--- config.mk ---
export PLATFORM = sky130hd
export DESIGN_NAME = mailbox_message_scheduler
export DESIGN_NICKNAME = d
export VERILOG_FILES = /design/src/sv/mms_pkg.sv /design/src/sv/mms_ram.sv /design/src/sv/mms_sched.sv /design/src/sv/mailbox_message_scheduler.sv
export SDC_FILE = /design/constraint.sdc
export NUM_CORES = 1
export LEC_CHECK = 0
export BUFFER_PORTS_ARGS = -buffer_cell sky130_fd_sc_hd__buf_2
export CELL_PAD_IN_SITES_DETAIL_PLACEMENT = 0
export CELL_PAD_IN_SITES_GLOBAL_PLACEMENT = 1
export CORE_MARGIN = 4
export CORE_UTILIZATION = 51
export DETAILED_ROUTE_END_ITERATION = 7
export GPL_TIMING_DRIVEN = 0
export PLACE_DENSITY = 0.76
export SETUP_SLACK_MARGIN = 0.02
export SLEW_MARGIN = 20
export SYNTH_ARGS = -nofsm -noshare
export SYNTH_HDL_FRONTEND = slang
export SYNTH_SLANG_ARGS = --single-unit
--- constraint.sdc ---
create_clock -name aclk -period 6.1 [get_ports aclk]
set_input_delay 0.61 -clock aclk [delete_from_list [all_inputs] [get_ports aclk]]
set_output_delay 0.61 -clock aclk [all_outputs]
set_load 0.005 [all_outputs]
--- src/sv/mms_pkg.sv ---
`default_nettype none

package mms_pkg;

    // system call codes
    localparam logic [1:0] KIND_SEND    = 2'd0;
    localparam logic [1:0] KIND_RECEIVE = 2'd1;
    localparam logic [1:0] KIND_EXIT    = 2'd2;

    // width of every value field on the ports
    localparam int PORT_VALUE_W = 32;

    typedef enum logic [1:0] {
        THR_READY   = 2'd0,
        THR_BLOCKED = 2'd1,
        THR_DEAD    = 2'd2
    } status_t;

    typedef enum logic [1:0] {
        HALT_NONE     = 2'd0,
        HALT_ALL_DEAD = 2'd1,
        HALT_DEADLOCK = 2'd2
    } halt_t;

    typedef struct packed {
        logic [1:0]                     kind;
        logic                           target_thread;
        logic signed [PORT_VALUE_W-1:0] message_value;
    } mms_in_t;

    typedef struct packed {
        logic                           reply_valid;
        logic signed [PORT_VALUE_W-1:0] reply_value;
        logic                           woken_valid;
        logic                           woken_thread;
        logic signed [PORT_VALUE_W-1:0] woken_value;
        logic                           running_thread;
        logic                           mailbox_overflow;
        logic [1:0]                     halt_status;
    } mms_out_t;

endpackage

`default_nettype wire

--- src/sv/mms_ram.sv ---
`default_nettype none

module mms_ram #(
    parameter int WIDTH = 32,
    parameter int DEPTH = 8
) (
    input  wire logic                     aclk,
    input  wire logic                     wr_en,
    input  wire logic [$clog2(DEPTH)-1:0] wr_addr,
    input  wire logic [WIDTH-1:0]         wr_data,
    input  wire logic [$clog2(DEPTH)-1:0] rd_addr,
    output logic      [WIDTH-1:0]         rd_data
);

    logic [WIDTH-1:0] mem [DEPTH];

    always_ff @(posedge aclk) begin
        if (wr_en) begin
            mem[wr_addr] <= wr_data;
        end
        // read returns the old contents on a same-address write
        rd_data <= mem[rd_addr];
    end

endmodule

`default_nettype wire

--- src/sv/mms_sched.sv ---
`default_nettype none

module mms_sched
    import mms_pkg::*;
#(
    parameter int THREAD_COUNT = 2
) (
    input  wire status_t                              status [THREAD_COUNT],
    input  wire logic [$clog2(THREAD_COUNT)-1:0]      cur_thread,
    output logic      [$clog2(THREAD_COUNT)-1:0]      next_thread,
    output halt_t                                     halt_code
);

    localparam int TID_W = $clog2(THREAD_COUNT);

    logic                   all_dead;
    logic                   found;
    logic [TID_W-1:0]       pick;
    logic [TID_W:0]         sum;

    always_comb begin
        all_dead = 1'b1;
        for (int t = 0; t < THREAD_COUNT; t++) begin
            if (status[t] != THR_DEAD) begin
                all_dead = 1'b0;
            end
        end

        // priority pick, nearest thread after the caller wins
        found = 1'b0;
        pick  = cur_thread;
        sum   = '0;
        for (int i = THREAD_COUNT - 1; i >= 1; i--) begin
            sum = {1'b0, cur_thread} + (TID_W + 1)'(i);
            if (sum >= (TID_W + 1)'(THREAD_COUNT)) begin
                sum = sum - (TID_W + 1)'(THREAD_COUNT);
            end
            if (status[sum[TID_W-1:0]] == THR_READY) begin
                found = 1'b1;
                pick  = sum[TID_W-1:0];
            end
        end

        next_thread = cur_thread;
        halt_code   = HALT_NONE;
        if (all_dead) begin
            halt_code = HALT_ALL_DEAD;
        end else if (status[cur_thread] != THR_READY) begin
            if (found) begin
                next_thread = pick;
            end else begin
                halt_code = HALT_DEADLOCK;
            end
        end
    end

endmodule

`default_nettype wire

--- src/sv/mailbox_message_scheduler.sv ---
// Thread mailbox and round-robin scheduler. Each input transfer is one system
// call (send, receive or exit) from the running thread, and each call gives
// exactly one result transfer: the value popped for a receive, the thread
// woken by a send with its value, an overflow flag for a send to a full
// mailbox (the value is dropped), the thread that runs next and the sticky
// halt status (all threads dead, or deadlock). Once halted, calls are ignored
// and the result repeats the halt status. A call is taken every cycle when
// the result side keeps up; the result passes the input register, then the
// result register, before it is offered on the output. Rate is set by the
// scheduler feedback: each call's thread status, mailbox pointers and
// running thread are written back in the same cycle the call is processed.
// Mailbox values sit in one RAM whose read address is computed ahead from
// the next head pointer of the next running thread, with a forward path for
// a value written to that slot in the same cycle.
`default_nettype none

module mailbox_message_scheduler
    import mms_pkg::*;
#(
    parameter int THREAD_COUNT  = 2,
    parameter int MAILBOX_DEPTH = 4,
    parameter int VALUE_WIDTH   = 32
) (
    input  wire logic     aclk,
    input  wire logic     aresetn,
    input  wire logic     s_valid,
    output logic          s_ready,
    input  wire mms_in_t  s_data,
    output logic          m_valid,
    input  wire logic     m_ready,
    output mms_out_t      m_data
);

    localparam int TID_W     = $clog2(THREAD_COUNT);
    localparam int SLOT_W    = $clog2(MAILBOX_DEPTH);
    localparam int ADDR_W    = TID_W + SLOT_W;
    localparam int RAM_DEPTH = THREAD_COUNT * (2 ** SLOT_W);

    // pointer = {wrap phase, slot}; empty when equal, full when slots match
    // and phases differ
    typedef logic [SLOT_W:0] ptr_t;

    function automatic ptr_t ptr_inc(input ptr_t p);
        ptr_t r;
        if (p[SLOT_W-1:0] == SLOT_W'(MAILBOX_DEPTH - 1)) begin
            r = {~p[SLOT_W], {SLOT_W{1'b0}}};
        end else begin
            r = {p[SLOT_W], p[SLOT_W-1:0] + 1'b1};
        end
        return r;
    endfunction

    function automatic logic [VALUE_WIDTH-1:0] to_store(input logic [PORT_VALUE_W-1:0] v);
        logic [VALUE_WIDTH+PORT_VALUE_W-1:0] ext;
        ext = {{VALUE_WIDTH{1'b0}}, v};
        return ext[VALUE_WIDTH-1:0];
    endfunction

    function automatic logic [PORT_VALUE_W-1:0] to_port(input logic [VALUE_WIDTH-1:0] v);
        logic [VALUE_WIDTH+PORT_VALUE_W-1:0] ext;
        ext = {{PORT_VALUE_W{1'b0}}, v};
        return ext[PORT_VALUE_W-1:0];
    endfunction

    // handshake and pipeline registers
    logic      in_valid_reg, in_valid_next;
    mms_in_t   in_reg;
    logic      out_valid_reg, out_valid_next;
    mms_out_t  out_reg;
    mms_out_t  call_res;
    mms_out_t  res;
    logic      advance;

    // scheduler state
    status_t          status_reg  [THREAD_COUNT];
    status_t          status_next [THREAD_COUNT];
    ptr_t             head_reg    [THREAD_COUNT];
    ptr_t             head_next   [THREAD_COUNT];
    ptr_t             tail_reg    [THREAD_COUNT];
    ptr_t             tail_next   [THREAD_COUNT];
    logic [TID_W-1:0] cur_reg, cur_next;
    halt_t            halt_reg, halt_next;

    // mailbox storage and read-ahead forwarding
    logic                   ram_we;
    logic [ADDR_W-1:0]      ram_wr_addr;
    logic [VALUE_WIDTH-1:0] ram_wr_data;
    logic [ADDR_W-1:0]      ram_rd_addr;
    logic [VALUE_WIDTH-1:0] ram_rd_data;
    logic                   fwd_hit_reg;
    logic [VALUE_WIDTH-1:0] fwd_data_reg;
    logic [VALUE_WIDTH-1:0] head_data;

    logic [TID_W-1:0]       dst;
    logic [VALUE_WIDTH-1:0] val;
    logic                   active;
    logic [TID_W-1:0]       sched_thread;
    halt_t                  sched_halt;
    ptr_t                   rd_ptr;

    // the result register frees as soon as the sink takes it
    assign advance = in_valid_reg && (!out_valid_reg || m_ready);
    assign s_ready = !in_valid_reg || advance;
    assign m_valid = out_valid_reg;
    assign m_data  = out_reg;

    assign active    = advance && (halt_reg == HALT_NONE);
    assign dst       = TID_W'(in_reg.target_thread);
    assign val       = to_store(in_reg.message_value);
    assign head_data = fwd_hit_reg ? fwd_data_reg : ram_rd_data;

    always_comb begin
        in_valid_next = in_valid_reg;
        if (s_valid && s_ready) begin
            in_valid_next = 1'b1;
        end else if (advance) begin
            in_valid_next = 1'b0;
        end

        out_valid_next = out_valid_reg;
        if (advance) begin
            out_valid_next = 1'b1;
        end else if (m_ready) begin
            out_valid_next = 1'b0;
        end
    end

    // system call decode and mailbox update
    always_comb begin
        status_next = status_reg;
        head_next   = head_reg;
        tail_next   = tail_reg;
        ram_we      = 1'b0;
        ram_wr_addr = {dst, tail_reg[dst][SLOT_W-1:0]};
        ram_wr_data = val;
        call_res    = '0;

        if (active) begin
            case (in_reg.kind)
                KIND_SEND: begin
                    if (status_reg[dst] == THR_BLOCKED) begin
                        // hand the value straight over and wake the target
                        status_next[dst]      = THR_READY;
                        call_res.woken_valid  = 1'b1;
                        call_res.woken_thread = in_reg.target_thread;
                        call_res.woken_value  = to_port(val);
                    end else if ((head_reg[dst][SLOT_W-1:0] == tail_reg[dst][SLOT_W-1:0]) &&
                                 (head_reg[dst][SLOT_W] != tail_reg[dst][SLOT_W])) begin
                        call_res.mailbox_overflow = 1'b1;
                    end else begin
                        ram_we         = 1'b1;
                        tail_next[dst] = ptr_inc(tail_reg[dst]);
                    end
                end
                KIND_RECEIVE: begin
                    if (head_reg[cur_reg] != tail_reg[cur_reg]) begin
                        call_res.reply_valid = 1'b1;
                        call_res.reply_value = to_port(head_data);
                        head_next[cur_reg]   = ptr_inc(head_reg[cur_reg]);
                    end else begin
                        status_next[cur_reg] = THR_BLOCKED;
                    end
                end
                KIND_EXIT: begin
                    status_next[cur_reg] = THR_DEAD;
                end
                default: begin
                    // unused code, no operation
                end
            endcase
        end
    end

    mms_sched #(
        .THREAD_COUNT (THREAD_COUNT)
    ) u_sched (
        .status      (status_next),
        .cur_thread  (cur_reg),
        .next_thread (sched_thread),
        .halt_code   (sched_halt)
    );

    always_comb begin
        cur_next  = cur_reg;
        halt_next = halt_reg;
        if (active) begin
            cur_next  = sched_thread;
            halt_next = sched_halt;
        end
        res                = call_res;
        res.running_thread = cur_next[0];
        res.halt_status    = halt_next;

        // read ahead: slot at the head of whichever thread runs next
        rd_ptr      = head_next[cur_next];
        ram_rd_addr = {cur_next, rd_ptr[SLOT_W-1:0]};
    end

    mms_ram #(
        .WIDTH (VALUE_WIDTH),
        .DEPTH (RAM_DEPTH)
    ) u_mailbox_ram (
        .aclk    (aclk),
        .wr_en   (ram_we),
        .wr_addr (ram_wr_addr),
        .wr_data (ram_wr_data),
        .rd_addr (ram_rd_addr),
        .rd_data (ram_rd_data)
    );

    always_ff @(posedge aclk) begin
        if (!aresetn) begin
            in_valid_reg  <= 1'b0;
            out_valid_reg <= 1'b0;
            fwd_hit_reg   <= 1'b0;
            cur_reg       <= '0;
            halt_reg      <= HALT_NONE;
            for (int t = 0; t < THREAD_COUNT; t++) begin
                status_reg[t] <= THR_READY;
                head_reg[t]   <= '0;
                tail_reg[t]   <= '0;
            end
        end else begin
            in_valid_reg  <= in_valid_next;
            out_valid_reg <= out_valid_next;
            // a write landing on the slot being read ahead wins over the ram
            fwd_hit_reg   <= ram_we && (ram_wr_addr == ram_rd_addr);
            cur_reg       <= cur_next;
            halt_reg      <= halt_next;
            status_reg    <= status_next;
            head_reg      <= head_next;
            tail_reg      <= tail_next;
        end
    end

    // payload registers
    always_ff @(posedge aclk) begin
        fwd_data_reg <= ram_wr_data;
        if (s_valid && s_ready) begin
            in_reg <= s_data;
        end
        if (advance) begin
            out_reg <= res;
        end
    end

endmodule

`default_nettype wire
==> metrics.csv <==
metric;value;unit
Tcrit/Tclk final;64.9;%
first-pass GRT wire length;52600;um
number of global-route vias before repair;9031;
netlist area before placement;0.0167;mm^2
CP required;6.34;ns
Relative slew margins;32.5;%
number of fill cells;2403;
critical path class;reg2reg;
CP max FO;8;
setup violators final;0;
utilization after layout;61.4;%
Syn. warnings;0;
CP Capture Type;register;
switching share of power;20.7;%
Slew @ Worst Pin;1.01;ns
clock network power share;41.1;%
share of power burned in registers;52.7;%
crit path max-delay cell type;nor3b_2;
worst slack, placed;1.74;ns
Synth Area in Simple Gates;6.27;%
# rows;65;
RSZ-0062 raised after global routing;false;
clk_skew;0.0157;ns
Post-Synth XOR/XNOR Area;0.946;%
layout cells sized above 1;21.9;%
hold slack;0.247;ns
TritonCTS Buffers;45;
hpwl dp;21400;um
Peak VDD IR;0.216;mV
Pre-antenna DRT Iters;5;
Final Hold Vio Count;0;
top cells by count, synth;edfxtp_1 (362), nor2_1 (114), mux2i_1 (104), dfxtp_1 (86), o22ai_1 (63);
Hold Path Depth;1;
Yosys top cell area share;65.2;%
Synth Flop Type;edfxtp_1;
Yosys reg bits;448;
chip width;189;um
clock sink count;448;
Cell variety after synth;61;
# H-tree levels;2;
sequential cell area;0.0126;mm^2
count leader, synth;edfxtp_1;
Hold Path End;ram_wr_data[19]$_DFFE_PP_;
DR vias/cell;5.45;
CTS tree;done;
Final Slew Violations;0;
Switching Power;1.36;mW
min-delay src;s_data[19];
largest net degree at the start of global routing;36;
Reg2Reg Setup Slack;2.14;ns
fraction of synthesized area in multiplexers;9.13;%
P_int;5.19;mW
Skew-Pair Late Insertion Delay;0.53;ns
largest register by flop count;u_mailbox_ram.mem;
FF-to-FF Start;m_valid$_SDFFE_PN0P_;
CP arrival;4.20;ns
P_leak;6.92;nW
clock tree buffer depth;3;
Cells after Synth;1010;
Comb power frac;6.2;%
Port-buffer cells;111;
Routed WL;33900;um
Root Buffer;clkbuf_16;
Crit path top cell by count;buf_6;
WL/cell;20.4;um
hold_buf cts;0;
asr flop ratio synth;0;%
DR iter-0 viols;673;
I/O Pins;112;
DRC;0;
clk slew on worst S/H paths;0.06;ns
Hold WC Path Type;in2reg;
post-route setup slack;2.14;ns
cell accounting for the most synthesized area;edfxtp_1;
grt total ovfl;0;
CP startpoint kind;register;
syn nets;1051;
layout net count;1232;
die area;0.0356;mm^2
chip height;189;um
initial antenna violation count;0;
worst path cell trace;and2b_1 -> or3_1 -> buf_2 -> or4_1 -> nor2b_1 -> nand2_1 -> nor3b_2 -> buf_6 -> buf_6 -> buf_6;
area growth from synthesis to layout;17.4;%
run status;finished clean;
peak per-stage delay on the critical path;0.73;ns
max reg flops;256;
number of setup buffers added after CTS;0;
Mapped Avg Cell Area;16.5;um^2
top cells by area, synth;edfxtp_1 (65%), dfxtp_1 (10%), mux2i_1 (6.2%), mux2_4 (2.6%), nor2_1 (2.6%);
min Tclk post-route;3.96;ns
FMAX;253;MHz
Power Density;335;mW/mm^2
adder-cell share of the synthesized area;0.150;%
largest family of logic cells by synthesized area;multiplexers;
Worst Reg-to-Reg Cells;10;
core box area;0.0319;mm^2
Final Wtd Congestion;0.804;
reg2reg end;u_mailbox_ram.mem[6][13]$_DFFE_PP_;
all-layer global routing usage;19.0;%
diode count;0;
post-route ant nets;0;
Compound-Gate Fraction of Synth Area;6.06;%
sequential fraction of the synthesis area;75.5;%
starting density of the core;52.3;%
max_cap viols;0;
Multi-input gate area;0.00381;mm^2
Post-synth EDFFs;362;
Post-CTS Resized;0;
vias post-DR;9060;
-- cells in the final DEF (no fill, tap or decap), types with 3 or more instances in the layout --
cell and instances:
edfxtp_1 362, buf_2 116, nor2_1 112, mux2i_1 104
dfxtp_1 86, o22ai_1 63, clkbuf_1 49, clkbuf_16 47
and2_1 40, o211a_1 31, mux2_4 29, buf_6 22
nand2_1 14, xnor2_1 11, clkinv_2 10, inv_1 9
a21oi_1 9, xor2_1 7, nand3_1 6, buf_4 6
buf_12 5, o21ai_0 4, or3_1 4, nor3_1 4
bufinv_16 4, a31oi_1 3, nand3b_1 3, a211o_1 3
nor3_2 3, buf_1 3, clkinv_1 3
-- power groups by stage --
stage | sequential [mW] | clock (mW) | combinational (mW)
finish | 3.45 | 2.69 | 0.407
floorplan | 3.50 | 0 | 0.281
detailed placement | 3.51 | 0 | 0.410
global route | 3.46 | 2.90 | 0.442
global placement | 3.52 | 0 | 0.399
CTS | 3.45 | 2.74 | 0.412
-- cells by family (layout without fill, tap and decap cells) --
logic type,after synthesis,in the layout
simple gates,213,213
xor+xnor,18,18
flops,448,448
buf+inv,61,279
compound gates,131,131
fa+ha+maj,2,2
mux,137,137
-- critical path: cells and delay by family (launching register included) --
family        cells  cell delay (ns)
simple gates      6             2.60
flops             1             0.31
buf+inv           4             0.76
-- layer usage --
metal	track usage [%]	vias up	routed length [um]
li1	-	4204	-
met1	26.6	4514	14900
met2	31.4	290	16300
met3	3.54	52	2060
met4	4.15	0	587
met5	0	-	0
-- metrics by stage --
| step | std cells | total power [mW] | instance area (um^2) | TNS (ns) |
|---|---|---|---|---|
| after floorplan | 1010 | 3.78 | 16700 | 0 |
| after global placement | 1556 | 3.92 | 17800 | -182.29 |
| after detailed placement | 1579 | 3.92 | 18100 | 0 |
| after CTS | 1663 | 6.61 | 19600 | 0 |
| after global routing | 1663 | 6.80 | 19600 | 0 |
| final | 1663 | 6.55 | 19600 | 0 |
-- worst max-delay path by stage --
stage	slack, ns	from	end
final	2.14	m_valid$_SDFFE_PN0P_	u_mailbox_ram.mem[6][13]$_DFFE_PP_
after CTS	2.15	m_valid$_SDFFE_PN0P_	u_mailbox_ram.mem[6][11]$_DFFE_PP_
after global routing	1.89	in_reg[34]$_DFFE_PP_	u_mailbox_ram.rd_data[7]$_DFF_P_
after global placement	-2.07	m_ready	u_mailbox_ram.mem[0][19]$_DFFE_PP_
after floorplan	0.71	m_ready	u_mailbox_ram.mem[0][0]$_DFFE_PP_
after detailed placement	1.74	m_ready	u_mailbox_ram.mem[6][14]$_DFFE_PP_
-- layout make-up --
class                      instances  share of cell area, %
timing repair buffer             134                   4.35
inverter                          10                  0.192
buffer                            51                   1.43
multi-input combinational        501                   19.4
clock buffer                      66                   6.48
clock inverter                    18                  0.972
tap                              435                   2.78
sequential                       448                   64.3
Note: power is estimated with default switching activity, not from simulation.
